`config.mk`:
```
export PLATFORM = sky130hd
export DESIGN_NAME = data_uri_payload_decoder
export DESIGN_NICKNAME = d
export VERILOG_FILES = /design/src/rtl/core/duri_pkg.sv /design/src/rtl/core/duri_core.sv /design/src/rtl/core/duri_rsp_fifo.sv /design/src/rtl/core/data_uri_payload_decoder.sv
export SDC_FILE = /design/constraint.sdc
export NUM_CORES = 1
export LEC_CHECK = 0
export BUFFER_PORTS_ARGS = -buffer_cell sky130_fd_sc_hd__buf_2
export CORE_UTILIZATION = 61
export CTS_BUF_LIST = sky130_fd_sc_hd__clkbuf_8
export CTS_CLUSTER_SIZE = 8
export DETAILED_ROUTE_END_ITERATION = 8
export HOLD_SLACK_MARGIN = 0.06
export PLACE_DENSITY = 0.77
export SYNTH_ARGS = -nofsm -noshare
export SYNTH_HDL_FRONTEND = slang
export SYNTH_SLANG_ARGS = --single-unit
export TNS_END_PERCENT = 30
```
`constraint.sdc`:
```
create_clock -name clock -period 8.8 [get_ports clock]
set_input_delay 0.44 -clock clock [delete_from_list [all_inputs] [get_ports clock]]
set_output_delay 0.44 -clock clock [all_outputs]
set_load 0.05 [all_outputs]
```
`src/rtl/core/duri_pkg.sv`:
```
// Shared types, codes and helper functions for the data URI payload decoder.
// No dependencies; every other file in rtl/core refers to this package by scope.
package duri_pkg;

   // Result queue sizing
   localparam int RSP_DEPTH = 4;
   localparam int RSP_PTR_W = $clog2(RSP_DEPTH);
   localparam int RSP_CNT_W = $clog2(RSP_DEPTH + 1);

   // Parse phases
   localparam logic [1:0] PH_HEADER  = 2'd0;
   localparam logic [1:0] PH_PAYLOAD = 2'd1;
   localparam logic [1:0] PH_TAIL    = 2'd2;
   localparam logic [1:0] PH_ERROR   = 2'd3;

   // Percent escape progress
   localparam logic [1:0] PS_IDLE = 2'd0;
   localparam logic [1:0] PS_PCT  = 2'd1;
   localparam logic [1:0] PS_HELD = 2'd2;

   // Length of the "base64" marker after a semicolon
   localparam logic [2:0] MARKER_LEN = 3'd6;

   // Status codes
   localparam logic STATUS_OK       = 1'b0;
   localparam logic STATUS_NO_COMMA = 1'b1;

   localparam logic [7:0] CH_COMMA   = 8'h2C;
   localparam logic [7:0] CH_SEMI    = 8'h3B;
   localparam logic [7:0] CH_QUERY   = 8'h3F;
   localparam logic [7:0] CH_HASH    = 8'h23;
   localparam logic [7:0] CH_PERCENT = 8'h25;

   typedef struct packed {
      logic [7:0] out_byte;
      logic       byte_valid;
      logic       done_res;
      logic       status;
   } rsp_entry_type;

   typedef struct packed {
      logic [1:0]    count;
      rsp_entry_type first;
      rsp_entry_type second;
   } rsp_pair_type;

   typedef struct packed {
      logic        stopped;
      logic [11:0] acc;
      logic [1:0]  bits_pending;
   } b64_state_type;

   typedef struct packed {
      b64_state_type st;
      logic [7:0]    data;
      logic          data_ok;
   } sink_result_type;

   function automatic logic [7:0] marker_char(logic [2:0] idx);
      logic [7:0] ch;
      case (idx)
         3'd0:    ch = 8'h62; // b
         3'd1:    ch = 8'h61; // a
         3'd2:    ch = 8'h73; // s
         3'd3:    ch = 8'h65; // e
         3'd4:    ch = 8'h36; // 6
         3'd5:    ch = 8'h34; // 4
         default: ch = 8'h00;
      endcase
      return ch;
   endfunction

   // Top bit flags a character inside the base64 alphabet
   function automatic logic [6:0] sextet_of(logic [7:0] c);
      logic [6:0] s;
      if (c inside {[8'h41:8'h5A]}) begin
         s = {1'b1, 6'(c - 8'h41)};
      end else if (c inside {[8'h61:8'h7A]}) begin
         s = {1'b1, 6'(c - 8'h61 + 8'd26)};
      end else if (c inside {[8'h30:8'h39]}) begin
         s = {1'b1, 6'(c - 8'h30 + 8'd52)};
      end else if (c == 8'h2B) begin
         s = {1'b1, 6'd62};
      end else if (c == 8'h2F) begin
         s = {1'b1, 6'd63};
      end else begin
         s = 7'd0;
      end
      return s;
   endfunction

   // Hex digit value; anything else folds to lower case and wraps mod 256
   function automatic logic [7:0] digit_value(logic [7:0] c);
      logic [7:0] lc;
      logic [7:0] dv;
      lc = c;
      if (c inside {[8'h30:8'h39]}) begin
         dv = c - 8'h30;
      end else begin
         if (c inside {[8'h41:8'h5A]}) begin
            lc = c + 8'd32;
         end
         dv = lc - 8'd87;
      end
      return dv;
   endfunction

   function automatic sink_result_type b64_sink(b64_state_type st, logic mode,
                                                logic [7:0] v);
      sink_result_type r;
      logic [6:0]      s;
      r.st      = st;
      r.data    = v;
      r.data_ok = 1'b0;
      s         = sextet_of(v);
      if (!mode) begin
         r.data_ok = 1'b1;
      end else if (!st.stopped) begin
         if (!s[6]) begin
            r.st.stopped = 1'b1;
         end else begin
            r.st.acc = {st.acc[5:0], s[5:0]};
            case (st.bits_pending)
               2'd1: begin
                  r.data    = r.st.acc[7:0];
                  r.data_ok = 1'b1;
               end
               2'd2: begin
                  r.data    = r.st.acc[9:2];
                  r.data_ok = 1'b1;
               end
               2'd3: begin
                  r.data    = r.st.acc[11:4];
                  r.data_ok = 1'b1;
               end
               default: r.data_ok = 1'b0;
            endcase
            r.st.bits_pending = (st.bits_pending == 2'd0) ? 2'd3 : st.bits_pending - 2'd1;
         end
      end
      return r;
   endfunction

endpackage

```
`src/rtl/core/duri_core.sv`:
```
// Per-character decode: header scan, percent decoding, base64 packing.
// Holds the parse state; uses duri_pkg for codes, types and helpers.
module duri_core (
   input  logic                  clock,
   input  logic                  reset,
   input  logic                  fire,
   input  logic [7:0]            char_in,
   input  logic                  is_last,
   output duri_pkg::rsp_pair_type pair
);

   logic [1:0]              phase_ff, phase_in;
   logic [2:0]              match_count_ff, match_count_in;
   logic                    match_armed_ff, match_armed_in;
   logic                    base64_mode_ff, base64_mode_in;
   logic [1:0]              pct_state_ff, pct_state_in;
   logic [7:0]              held_char_ff, held_char_in;
   duri_pkg::b64_state_type b64_ff, b64_in;

   logic                      ends;
   logic [7:0]                held_dv;
   logic                      s0_ok, s1_ok;
   logic [7:0]                s0_val, s1_val;
   duri_pkg::sink_result_type r0, r1;
   duri_pkg::rsp_entry_type   e0, e1;
   logic [1:0]                n;
   logic [1:0]                phase_next;
   logic                      err;

   assign ends    = (char_in == duri_pkg::CH_QUERY) || (char_in == duri_pkg::CH_HASH);
   assign held_dv = duri_pkg::digit_value(held_char_ff);

   always_comb begin
      phase_next     = phase_ff;
      match_count_in = match_count_ff;
      match_armed_in = match_armed_ff;
      base64_mode_in = base64_mode_ff;
      pct_state_in   = pct_state_ff;
      held_char_in   = held_char_ff;
      s0_ok          = 1'b0;
      s1_ok          = 1'b0;
      s0_val         = char_in;
      s1_val         = char_in;

      case (phase_ff)
         duri_pkg::PH_HEADER: begin
            if (char_in == duri_pkg::CH_COMMA) begin
               base64_mode_in = match_armed_ff &&
                                (match_count_ff == duri_pkg::MARKER_LEN);
               phase_next     = duri_pkg::PH_PAYLOAD;
            end else if (ends) begin
               phase_next = duri_pkg::PH_ERROR;
            end else if (char_in == duri_pkg::CH_SEMI) begin
               match_armed_in = 1'b1;
               match_count_in = 3'd0;
            end else if (match_armed_ff && (match_count_ff < duri_pkg::MARKER_LEN) &&
                         (char_in == duri_pkg::marker_char(match_count_ff))) begin
               match_count_in = match_count_ff + 3'd1;
            end else begin
               match_armed_in = 1'b0;
               match_count_in = 3'd0;
            end
            if (is_last && (phase_next == duri_pkg::PH_HEADER)) begin
               phase_next = duri_pkg::PH_ERROR;
            end
         end
         duri_pkg::PH_PAYLOAD: begin
            if (ends) begin
               // flush a pending escape as plain text
               s0_ok        = (pct_state_ff != duri_pkg::PS_IDLE);
               s0_val       = duri_pkg::CH_PERCENT;
               s1_ok        = (pct_state_ff == duri_pkg::PS_HELD);
               s1_val       = held_char_ff;
               pct_state_in = duri_pkg::PS_IDLE;
               phase_next   = duri_pkg::PH_TAIL;
            end else begin
               case (pct_state_ff)
                  duri_pkg::PS_IDLE: begin
                     if (char_in == duri_pkg::CH_PERCENT) begin
                        pct_state_in = duri_pkg::PS_PCT;
                        s0_ok        = is_last;
                        s0_val       = duri_pkg::CH_PERCENT;
                     end else begin
                        s0_ok = 1'b1;
                     end
                  end
                  duri_pkg::PS_PCT: begin
                     held_char_in = char_in;
                     pct_state_in = duri_pkg::PS_HELD;
                     s0_ok        = is_last;
                     s0_val       = duri_pkg::CH_PERCENT;
                     s1_ok        = is_last;
                     s1_val       = char_in;
                  end
                  default: begin
                     s0_ok  = 1'b1;
                     s0_val = {held_dv[3:0], 4'h0} | duri_pkg::digit_value(char_in);
                     pct_state_in = duri_pkg::PS_IDLE;
                  end
               endcase
            end
         end
         default: begin
            phase_next = phase_ff;
         end
      endcase

      r0 = s0_ok ? duri_pkg::b64_sink(b64_ff, base64_mode_ff, s0_val)
                 : duri_pkg::sink_result_type'{st: b64_ff, data: 8'h00, data_ok: 1'b0};
      r1 = s1_ok ? duri_pkg::b64_sink(r0.st, base64_mode_ff, s1_val)
                 : duri_pkg::sink_result_type'{st: r0.st, data: 8'h00, data_ok: 1'b0};
      b64_in = r1.st;
      phase_in = phase_next;

      err = (phase_next == duri_pkg::PH_ERROR) ? duri_pkg::STATUS_NO_COMMA
                                               : duri_pkg::STATUS_OK;
      e0  = '{out_byte: r0.data, byte_valid: 1'b1, done_res: 1'b0,
              status: duri_pkg::STATUS_OK};
      e1  = '{out_byte: r1.data, byte_valid: 1'b1, done_res: 1'b0,
              status: duri_pkg::STATUS_OK};
      n   = {1'b0, r0.data_ok} + {1'b0, r1.data_ok};

      pair.first  = r0.data_ok ? e0 : e1;
      pair.second = e1;
      if (is_last) begin
         if (n == 2'd0) begin
            n          = 2'd1;
            pair.first = '{out_byte: 8'h00, byte_valid: 1'b0, done_res: 1'b1,
                           status: err};
         end else if (n == 2'd1) begin
            pair.first.done_res = 1'b1;
            pair.first.status   = err;
         end else begin
            pair.second.done_res = 1'b1;
            pair.second.status   = err;
         end
      end
      pair.count = fire ? n : 2'd0;
   end

   always_ff @(posedge clock) begin
      if (reset || (fire && is_last)) begin
         phase_ff       <= duri_pkg::PH_HEADER;
         match_count_ff <= 3'd0;
         match_armed_ff <= 1'b0;
         base64_mode_ff <= 1'b0;
         pct_state_ff   <= duri_pkg::PS_IDLE;
         held_char_ff   <= 8'h00;
         b64_ff         <= '0;
      end else if (fire) begin
         phase_ff       <= phase_in;
         match_count_ff <= match_count_in;
         match_armed_ff <= match_armed_in;
         base64_mode_ff <= base64_mode_in;
         pct_state_ff   <= pct_state_in;
         held_char_ff   <= held_char_in;
         b64_ff         <= b64_in;
      end
   end

   a_last_gives_result: assert property (@(posedge clock) disable iff (reset)
      fire && is_last |-> pair.count != 2'd0)
      else $error("last character produced no result");

   a_last_restarts: assert property (@(posedge clock) disable iff (reset)
      fire && is_last |=> phase_ff == duri_pkg::PH_HEADER &&
                          pct_state_ff == duri_pkg::PS_IDLE && !b64_ff.stopped)
      else $error("state not cleared after last character");

   a_done_only_on_last: assert property (@(posedge clock) disable iff (reset)
      fire && !is_last |-> !pair.first.done_res && !pair.second.done_res &&
                           !pair.first.status && !pair.second.status)
      else $error("done or error flagged before the last character");

endmodule

```
`src/rtl/core/duri_rsp_fifo.sv`:
```
// Result queue: takes up to two result beats per cycle, hands out one.
// Uses duri_pkg for the entry type and queue sizing.
module duri_rsp_fifo (
   input  logic                   clock,
   input  logic                   reset,
   input  duri_pkg::rsp_pair_type pair,
   input  logic                   pop,
   output logic                   has_room,
   output logic                   out_valid,
   output duri_pkg::rsp_entry_type out_entry
);

   duri_pkg::rsp_entry_type              entries_ff [duri_pkg::RSP_DEPTH];
   logic [duri_pkg::RSP_PTR_W-1:0]       wr_ptr_ff, wr_ptr_in;
   logic [duri_pkg::RSP_PTR_W-1:0]       rd_ptr_ff, rd_ptr_in;
   logic [duri_pkg::RSP_CNT_W-1:0]       count_ff, count_in;
   logic [duri_pkg::RSP_PTR_W-1:0]       wr_next;

   assign wr_next   = wr_ptr_ff + duri_pkg::RSP_PTR_W'(1);
   assign has_room  = count_ff <= duri_pkg::RSP_CNT_W'(duri_pkg::RSP_DEPTH - 2);
   assign out_valid = count_ff != '0;
   assign out_entry = entries_ff[rd_ptr_ff];

   always_comb begin
      wr_ptr_in = wr_ptr_ff + duri_pkg::RSP_PTR_W'(pair.count);
      rd_ptr_in = pop ? rd_ptr_ff + duri_pkg::RSP_PTR_W'(1) : rd_ptr_ff;
      count_in  = count_ff + duri_pkg::RSP_CNT_W'(pair.count) -
                  duri_pkg::RSP_CNT_W'(pop);
   end

   always_ff @(posedge clock) begin
      if (reset) begin
         wr_ptr_ff <= '0;
         rd_ptr_ff <= '0;
         count_ff  <= '0;
      end else begin
         wr_ptr_ff <= wr_ptr_in;
         rd_ptr_ff <= rd_ptr_in;
         count_ff  <= count_in;
      end
   end

   always_ff @(posedge clock) begin
      if (pair.count != 2'd0) begin
         entries_ff[wr_ptr_ff] <= pair.first;
      end
      if (pair.count == 2'd2) begin
         entries_ff[wr_next] <= pair.second;
      end
   end

   a_no_overflow: assert property (@(posedge clock) disable iff (reset)
      pair.count != 2'd0 |-> has_room)
      else $error("result beats pushed into a full queue");

   a_count_bound: assert property (@(posedge clock) disable iff (reset)
      count_ff <= duri_pkg::RSP_CNT_W'(duri_pkg::RSP_DEPTH))
      else $error("result queue count out of range");

   a_pop_drains: assert property (@(posedge clock) disable iff (reset)
      pop && pair.count == 2'd0 |=> count_ff == $past(count_ff) - 1'b1)
      else $error("pop did not reduce the queue count");

endmodule

```
`src/rtl/core/data_uri_payload_decoder.sv`:
```
// Data URI payload decoder, top level.
// Input channel req_*: one URI character per beat after the scheme colon,
// req_is_last on the final character. Result channel rsp_*: decoded bytes,
// zero to two beats per character; the last character always yields a beat
// with rsp_done_res set, carrying rsp_status (1 = no comma in the header).
// Header mode scans for the comma and a ";base64" marker; payload is
// percent-decoded and then passed straight out or packed through base64.
// An accepted character waits in the input register; its results then pass
// through the result queue to the rsp ports.
// Throughput: one character per cycle while each gives at most one byte and
// the receiver does not stall; a character giving two bytes needs two beats
// on the rsp side, and the 4-entry result queue absorbs them. The input
// register advances only when the queue has room for two beats.
// Reset (synchronous, active high) empties the queue and returns the parser
// to header mode; the parser also returns there after every last character.
// While rsp_stall is high the head beat holds; with a character waiting and
// more than two beats queued, req_stall rises until the receiver drains them.
module data_uri_payload_decoder (
   input  logic       clock,
   input  logic       reset,
   input  logic       req_valid,
   output logic       req_stall,
   input  logic [7:0] req_char_in,
   input  logic       req_is_last,
   output logic       rsp_valid,
   input  logic       rsp_stall,
   output logic [7:0] rsp_out_byte,
   output logic       rsp_byte_valid,
   output logic       rsp_done_res,
   output logic       rsp_status
);

   logic                    in_valid_ff, in_valid_in;
   logic [7:0]              in_char_ff;
   logic                    in_last_ff;
   logic                    fire;
   logic                    has_room;
   logic                    accept;
   duri_pkg::rsp_pair_type  pair;
   duri_pkg::rsp_entry_type head;

   assign fire      = in_valid_ff && has_room;
   assign req_stall = in_valid_ff && !has_room;
   assign accept    = req_valid && !req_stall;

   always_comb begin
      if (accept) begin
         in_valid_in = 1'b1;
      end else if (fire) begin
         in_valid_in = 1'b0;
      end else begin
         in_valid_in = in_valid_ff;
      end
   end

   always_ff @(posedge clock) begin
      if (reset) begin
         in_valid_ff <= 1'b0;
      end else begin
         in_valid_ff <= in_valid_in;
      end
   end

   // hold the character until the core takes it
   always_ff @(posedge clock) begin
      if (accept) begin
         in_char_ff <= req_char_in;
         in_last_ff <= req_is_last;
      end
   end

   duri_core u_core (
      .clock   (clock),
      .reset   (reset),
      .fire    (fire),
      .char_in (in_char_ff),
      .is_last (in_last_ff),
      .pair    (pair)
   );

   duri_rsp_fifo u_rsp_fifo (
      .clock     (clock),
      .reset     (reset),
      .pair      (pair),
      .pop       (rsp_valid && !rsp_stall),
      .has_room  (has_room),
      .out_valid (rsp_valid),
      .out_entry (head)
   );

   assign rsp_out_byte   = head.out_byte;
   assign rsp_byte_valid = head.byte_valid;
   assign rsp_done_res   = head.done_res;
   assign rsp_status     = head.status;

endmodule

```
Word level (Yosys, flattened, before mapping) --
Memory sizes are Yosys's and may differ from the RTL's. A register that Yosys moved wholly into a read port is not among the register bits. Index checks and enable logic that the tools add are counted.
Storage, ports and cells: RAM bits 44, memories 1, output and inout port bits 13, bits in registers 49, bits of input ports 13
Memory list:
- u_rsp_fifo.entries_ff | words 4, width 11, read ports 1, clocked after memory_dff 1, write ports 2, line duri_rsp_fifo.sv:13 | duri_pkg::rsp_entry_type entries_ff [duri_pkg::RSP_DEPTH];
Cells by class: magnitude comparators 22, reduce and logical (&&, ||, !) cells 43, $add $sub $neg 25, equality and inequality tests 30, mux-type cells 91, bitwise logic cells 3
Operators by type and width (count):
- $mux W8 | 18
- $mux W24 | 4
- $mux W23 | 4
- $eq A8 B6 Y1 const B | 9
- $mux W7 | 10
- $ge A8 B7 Y1 const B | 6
- $le A8 B7 Y1 const B | 6
- $pmux W8 S3 | 2
- $pmux W7 S6 | 1
- $mux W2 | 19
- $ge A8 B6 Y1 const B | 4
- $le A8 B6 Y1 const B | 4
- $sub A6 B6 Y6 const B | 4
- $mux W11 | 2
- $mux W1 | 21
- $logic_and A1 B1 Y1 | 19
- $pmux W8 S2 | 1
- $eq A2 B2 Y1 const B | 7
- $add A6 B5 Y6 const B | 2
- $add A6 B6 Y6 const B | 2
- $logic_not A2 Y1 | 6
- $mux W4 | 3
- $sub A6 B1 Y6 const B | 2
- $eq A2 B1 Y1 const B | 5
- 37 further kinds | 53

Longest topological paths before layout --
depth after elaboration 42, depth in mapped cells 33, gate-level depth less buffers 30

Cells and area by module --
A second synthesis with hierarchy kept.
Second synthesis, totals: cell total of the unflattened synthesis 791, area total of the unflattened synthesis 7619.8 um^2
By module, submodules not included:
- duri_core | cells an instance 623, instances 1, area each 4550.6 um^2, sequential area each 520.5 um^2
- duri_rsp_fifo | cells an instance 153, instances 1, area each 2736.4 um^2, sequential area each 1501.4 um^2
- data_uri_payload_decoder | cells an instance 15, instances 1, area each 332.8 um^2, sequential area each 290.3 um^2

Least setup slack after synthesis --
OpenSTA, ideal clock, no wires.
kind register -> register, start point register in_char_ff[1], end point memory u_rsp_fifo.entries_ff[2][4] (netlist bit), data pin, stages on the path, launching flop included 33, library setup time 0.256 ns, slack 2.491 ns, data required time 8.544 ns, path buffers 3, data arrival time 6.052 ns, cells stage by stage edfxtp_1 -> clkbuf_1 -> inv_1 -> ha_1 -> o21ai_0 -> o21ai_1 -> a21o_1 -> o41ai_1 -> nor2_1 -> inv_1 -> ha_1 -> nor2b_1 -> o21ai_0 -> nand3_1 -> o21ai_0 -> and4_1 -> clkbuf_1 -> nor2_1 -> nor2_1 -> a21oi_1 -> ha_1 -> o31ai_1 -> and2_1 -> ha_1 -> o21ai_0 -> nor2_1 -> a21oi_1 -> or3b_2 -> clkbuf_1 -> a21oi_1 -> a21oi_2 -> inv_1 -> a22o_1
RTL lines:
- start, declared | line data_uri_payload_decoder.sv:34 | logic [7:0] in_char_ff;
- start signal, assigned | line data_uri_payload_decoder.sv:67 | in_char_ff <= req_char_in;
- end, declared | line duri_rsp_fifo.sv:13

==> flow_summary.rst <==
.. list-table::
   :header-rows: 1

   * - Metric
     - Value
   * - Sum of net half-perimeters after detailed placement
     - 15.42 mm
   * - Post-synth top area cell
     - edfxtp_1
   * - Fraction of the yosys area taken by sequential cells
     - 0.3057
   * - Die height
     - 112.4 µm
   * - Static Leakage
     - 2.892 nW
   * - Detailed Route WL
     - 20.79 mm
   * - Number of failing setup endpoints in the final timing report
     - 0
   * - Number of warning messages in the yosys log
     - 0
   * - Overall fraction of global-route tracks in use
     - 0.3366
   * - Count of port buffers added during placement
     - 25
   * - Post-Place Setup Slack
     - 1.040 ns
   * - Area after detailed placement
     - 7596 µm²
   * - Number of hold-slack violations in the final timing report
     - 0
   * - Yosys reg bits
     - 89
   * - Mean routed wirelength per cell
     - 20.92 µm
   * - Most numerous cell in the Yosys netlist
     - nor2_1
   * - Weighted congestion at the end of routability-driven global placement
     - 1.032
   * - Signed area change from the synthesized netlist to the final layout
     - 5.353%
   * - Commonest cells in the synthesized netlist
     - 87 x nor2_1, 64 x nand2_1, 53 x a21oi_1
   * - Number of global-route vias before repair
     - 6,276
   * - Top Ports
     - 26
   * - H-tree depth
     - 3
   * - Layout net count
     - 912
   * - Die area
     - 12,630 µm²
   * - Detail Route Antenna Nets
     - 0
   * - Required time of the worst setup path
     - 8.83 ns
   * - Period minus WS final
     - 8.057 ns
   * - Crit start category
     - flip-flop
   * - Wire length of the first global-routing pass
     - 33.33 mm
   * - Number of sinks on the clock net
     - 89
   * - Layout cell share with drive strength beyond 1
     - 0.1163
   * - Hold Crit Class
     - input pin to flip-flop
   * - Final sum of negative setup slack
     - 0 ns
   * - Worst-case headroom to the max-slew limit
     - 0.3144
   * - Core area
     - 11,660 µm²
   * - Maximum clock frequency
     - 0.1241 GHz
   * - Number of vias per cell after detailed routing
     - 7.088
   * - Final design area excluding fillers
     - 7831 µm²
   * - Nature of the critical path endpoint
     - flip-flop
   * - Status
     - complete, no violations
   * - Starting density of the core
     - 0.6374
   * - Row count
     - 39
   * - Post-route non-filler standard cell count
     - 994
   * - Worst Skew
     - 0.01946 ns
   * - Int Pwr
     - 784.2 µW
   * - Count of flip-flops with a built-in enable after synthesis
     - 49
   * - Fraction of synthesized cell area taken by the top area cell type
     - 0.1979
   * - Critical path type
     - flip-flop to flip-flop
   * - Via count
     - 7,045
   * - Diodes inserted
     - 0
   * - Portion of total power attributed to combinational logic
     - 0.347
   * - Measured slew at the worst slew-check pin
     - 1.028 ns
   * - Cells along the critical path
     - ha_1 -> or3b_2 -> o31ai_4 -> a21o_1 -> o41ai_1 -> nor2_1 -> inv_1 -> ha_1 -> nor2b_1 -> o21ai_0 -> nand3_1 -> o21ai_0 -> and4_1 -> nor2_1 -> a21o_1 -> ha_1 -> o31ai_1 -> and2_1 -> ha_1 -> o21ai_0 -> nand3_1 -> nor3b_1 -> inv_1 -> nand2_1
   * - Maximum clock insertion buffer count
     - 2
   * - Max Slew Vio Count
     - 0
   * - Die span in x
     - 112.4 µm
   * - Grt total ovfl
     - 0
   * - Clock Latency Late Sink
     - 0.40 ns
   * - Number of buffers added for setup after CTS
     - 0
   * - Delay of the slowest cell on the worst path
     - 0.70 ns
   * - Number of maximum-capacitance violations
     - 0
   * - Final Worst Setup Slack
     - 0.7431 ns
   * - PD cells
     - 165.5 nW/µm²
   * - Cell mode on critical path
     - ha_1
   * - Cell area after synthesis
     - 7433 µm²
   * - CTS tree
     - done
   * - Instance count of the mapped netlist
     - 850
   * - Post-synthesis average cell area
     - 8.745 µm²
   * - Crit-path slowest cell
     - edfxtp_1
   * - Number of instances resized during post-cts repair
     - 0
   * - Data arrival time of the critical path
     - 8.08 ns
   * - DRT iter0 DRCs
     - 1,114
   * - Count of different cell masters after synthesis
     - 92
   * - Register clock-pin slew on the reported worst setup and hold paths
     - 0.10 ns
   * - Fraction of power spent switching nets
     - 0.3948
   * - Power share of the sequential group
     - 0.393
   * - Power spent charging and discharging nets
     - 511.6 µW
   * - Worst IR drop on VDD
     - 279.1 µV
   * - Fraction of registers with async set/reset
     - 0
   * - Clock Root Buffer
     - clkbuf_8
   * - Leading cell types by total area after synthesis
     - edfxtp_1 20%, dfxtp_1 11%, ha_1 8.8%
   * - Number of placed cells counting well taps
     - 978
   * - Cts-stage hold buffer count
     - 0
   * - Net count of the mapped netlist
     - 916
   * - Unrepaired setup endpoints after global routing
     - false
   * - DR DRC count
     - 0
   * - Maximum number of pins on one net before global-route repair
     - 27
   * - Post-route fraction of the period consumed by the critical path
     - 0.9156
   * - Synth Flop Type
     - edfxtp_1
   * - CP max FO
     - 14
   * - DR pass1 iterations
     - 8
   * - Number of buffers added by the clock tree synthesis step
     - 9
   * - Clock network fraction of total power
     - 0.260
   * - Initial antenna violation count
     - 1
-- per-stage QoR --
step           power, mW    util  hold slack [ns]
6_report           1.296  0.6715           0.2192
2_1_floorplan     0.8572       -           0.4319
3_3_place_gp      0.9487  0.6513           0.4585
3_5_place_dp      0.9584  0.6513           0.4524
5_1_grt            1.355  0.6715           0.2018
4_1_cts            1.291  0.6715           0.2065
-- kinds of logic (layout without fill, tap and decap cells) --
| group | Yosys count | after routing | share of synthesized area |
|---|---|---|---|
| multiplexers | 33 | 33 | 0.06363 |
| AND/OR/NAND/NOR | 283 | 283 | 0.1946 |
| buffers and inverters | 89 | 90 | 0.04679 |
| flip-flops | 89 | 89 | 0.3057 |
| XOR/XNOR | 20 | 20 | 0.02357 |
| adder cells (fa/ha/maj) | 53 | 53 | 0.09022 |
| AO/OA/AOI/OAI | 283 | 283 | 0.2755 |
-- metal layers --
metal	wire length (µm)	track usage	vias up
li1	-	-	3227
met3	1915	0.06263	68
met1	8981	0.4743	3327
met5	18	0	-
met4	795	0.1333	2
met2	9078	0.5118	421
-- cell usage in the layout, fill, tap and decap left out, drive strengths merged, types with 5 or more instances in the layout --
master | netlist | final
mux2i | 18 | 18
and2 | 13 | 13
nand4 | 9 | 9
and3 | 6 | 6
xnor2 | 17 | 17
a22o | 8 | 8
o211ai | 12 | 12
o31ai | 13 | 13
edfxtp | 49 | 49
a222oi | 9 | 9
nand2 | 64 | 64
nor3b | 5 | 5
o221ai | 5 | 5
o21a | 9 | 9
inv | 43 | 46
a32oi | 5 | 5
a31o | 5 | 5
nor2 | 87 | 87
nor2b | 10 | 10
or3 | 8 | 8
nand2b | 13 | 13
a211oi | 7 | 7
dfxtp | 40 | 40
or2 | 6 | 6
nand3 | 15 | 15
ha | 52 | 52
a21oi | 57 | 57
o21ai | 48 | 48
buf | 16 | 31
mux4 | 11 | 11
nor4 | 5 | 5
a31oi | 16 | 16
nor3 | 23 | 23
or3b | 6 | 6
o22ai | 20 | 20
clkbuf | 30 | 9
a21o | 10 | 10
-- final cells by class --
class	instances	area [µm²]
flip-flops and latches	89	2272
well taps	143	178.9
fillers	963	3831
clock inverters	7	111.4
multi-input cells	672	4813
repair buffers	31	170.2
clock buffers	9	123.9
inverters	43	161.4
-- power groups by stage --
stage / Sequential (mW) / Combinational, mW / Clock (mW)
2_1_floorplan: 0.487 / 0.370 / 0
6_report: 0.509 / 0.450 / 0.337
5_1_grt: 0.516 / 0.481 / 0.358
3_3_place_gp: 0.517 / 0.431 / 0
3_5_place_dp: 0.519 / 0.440 / 0
4_1_cts: 0.509 / 0.442 / 0.340
-- worst max-delay path, delay by kind of cell, from the launching register on --
| family | cells | cell delay [ns] |
|---|---|---|
| simple gates | 10 | 3.40 |
| fa+ha+maj | 4 | 1.23 |
| buf+inv | 2 | 0.32 |
| compound gates | 8 | 2.01 |
| flops | 1 | 0.70 |
-- flip-flops by register name (all words and copies together), names as in the netlist, named ones only --
name,count
u_core.phase_ff,2
u_rsp_fifo.wr_ptr_ff,2
u_core.b64_ff,9
u_rsp_fifo.rd_ptr_ff,2
in_last_ff,1
in_char_ff,8
u_core.held_char_ff,8
u_core.base64_mode_ff,1
u_rsp_fifo.entries_ff,44
u_core.match_armed_ff,1
u_rsp_fifo.count_ff,3
u_core.match_count_ff,3
in_valid_ff,1
u_core.pct_state_ff,2
-- final timing paths --
| kind | startpoint | endpoint | slack [ns] | depth (start not counted) |
|---|---|---|---|---|
| setup / recovery | in_char_ff[5] | u_rsp_fifo.entries_ff[2][7] | 0.74 | 24 |
| hold / removal | req_is_last | in_last_ff | 0.22 | 1 |
| hold reg to reg | u_rsp_fifo.entries_ff[2][2] | u_rsp_fifo.entries_ff[2][2] | 0.48 | 2 |
| setup reg to reg | in_char_ff[5] | u_rsp_fifo.entries_ff[2][7] | 0.74 | 24 |
Power figures use the tool's default switching activity.
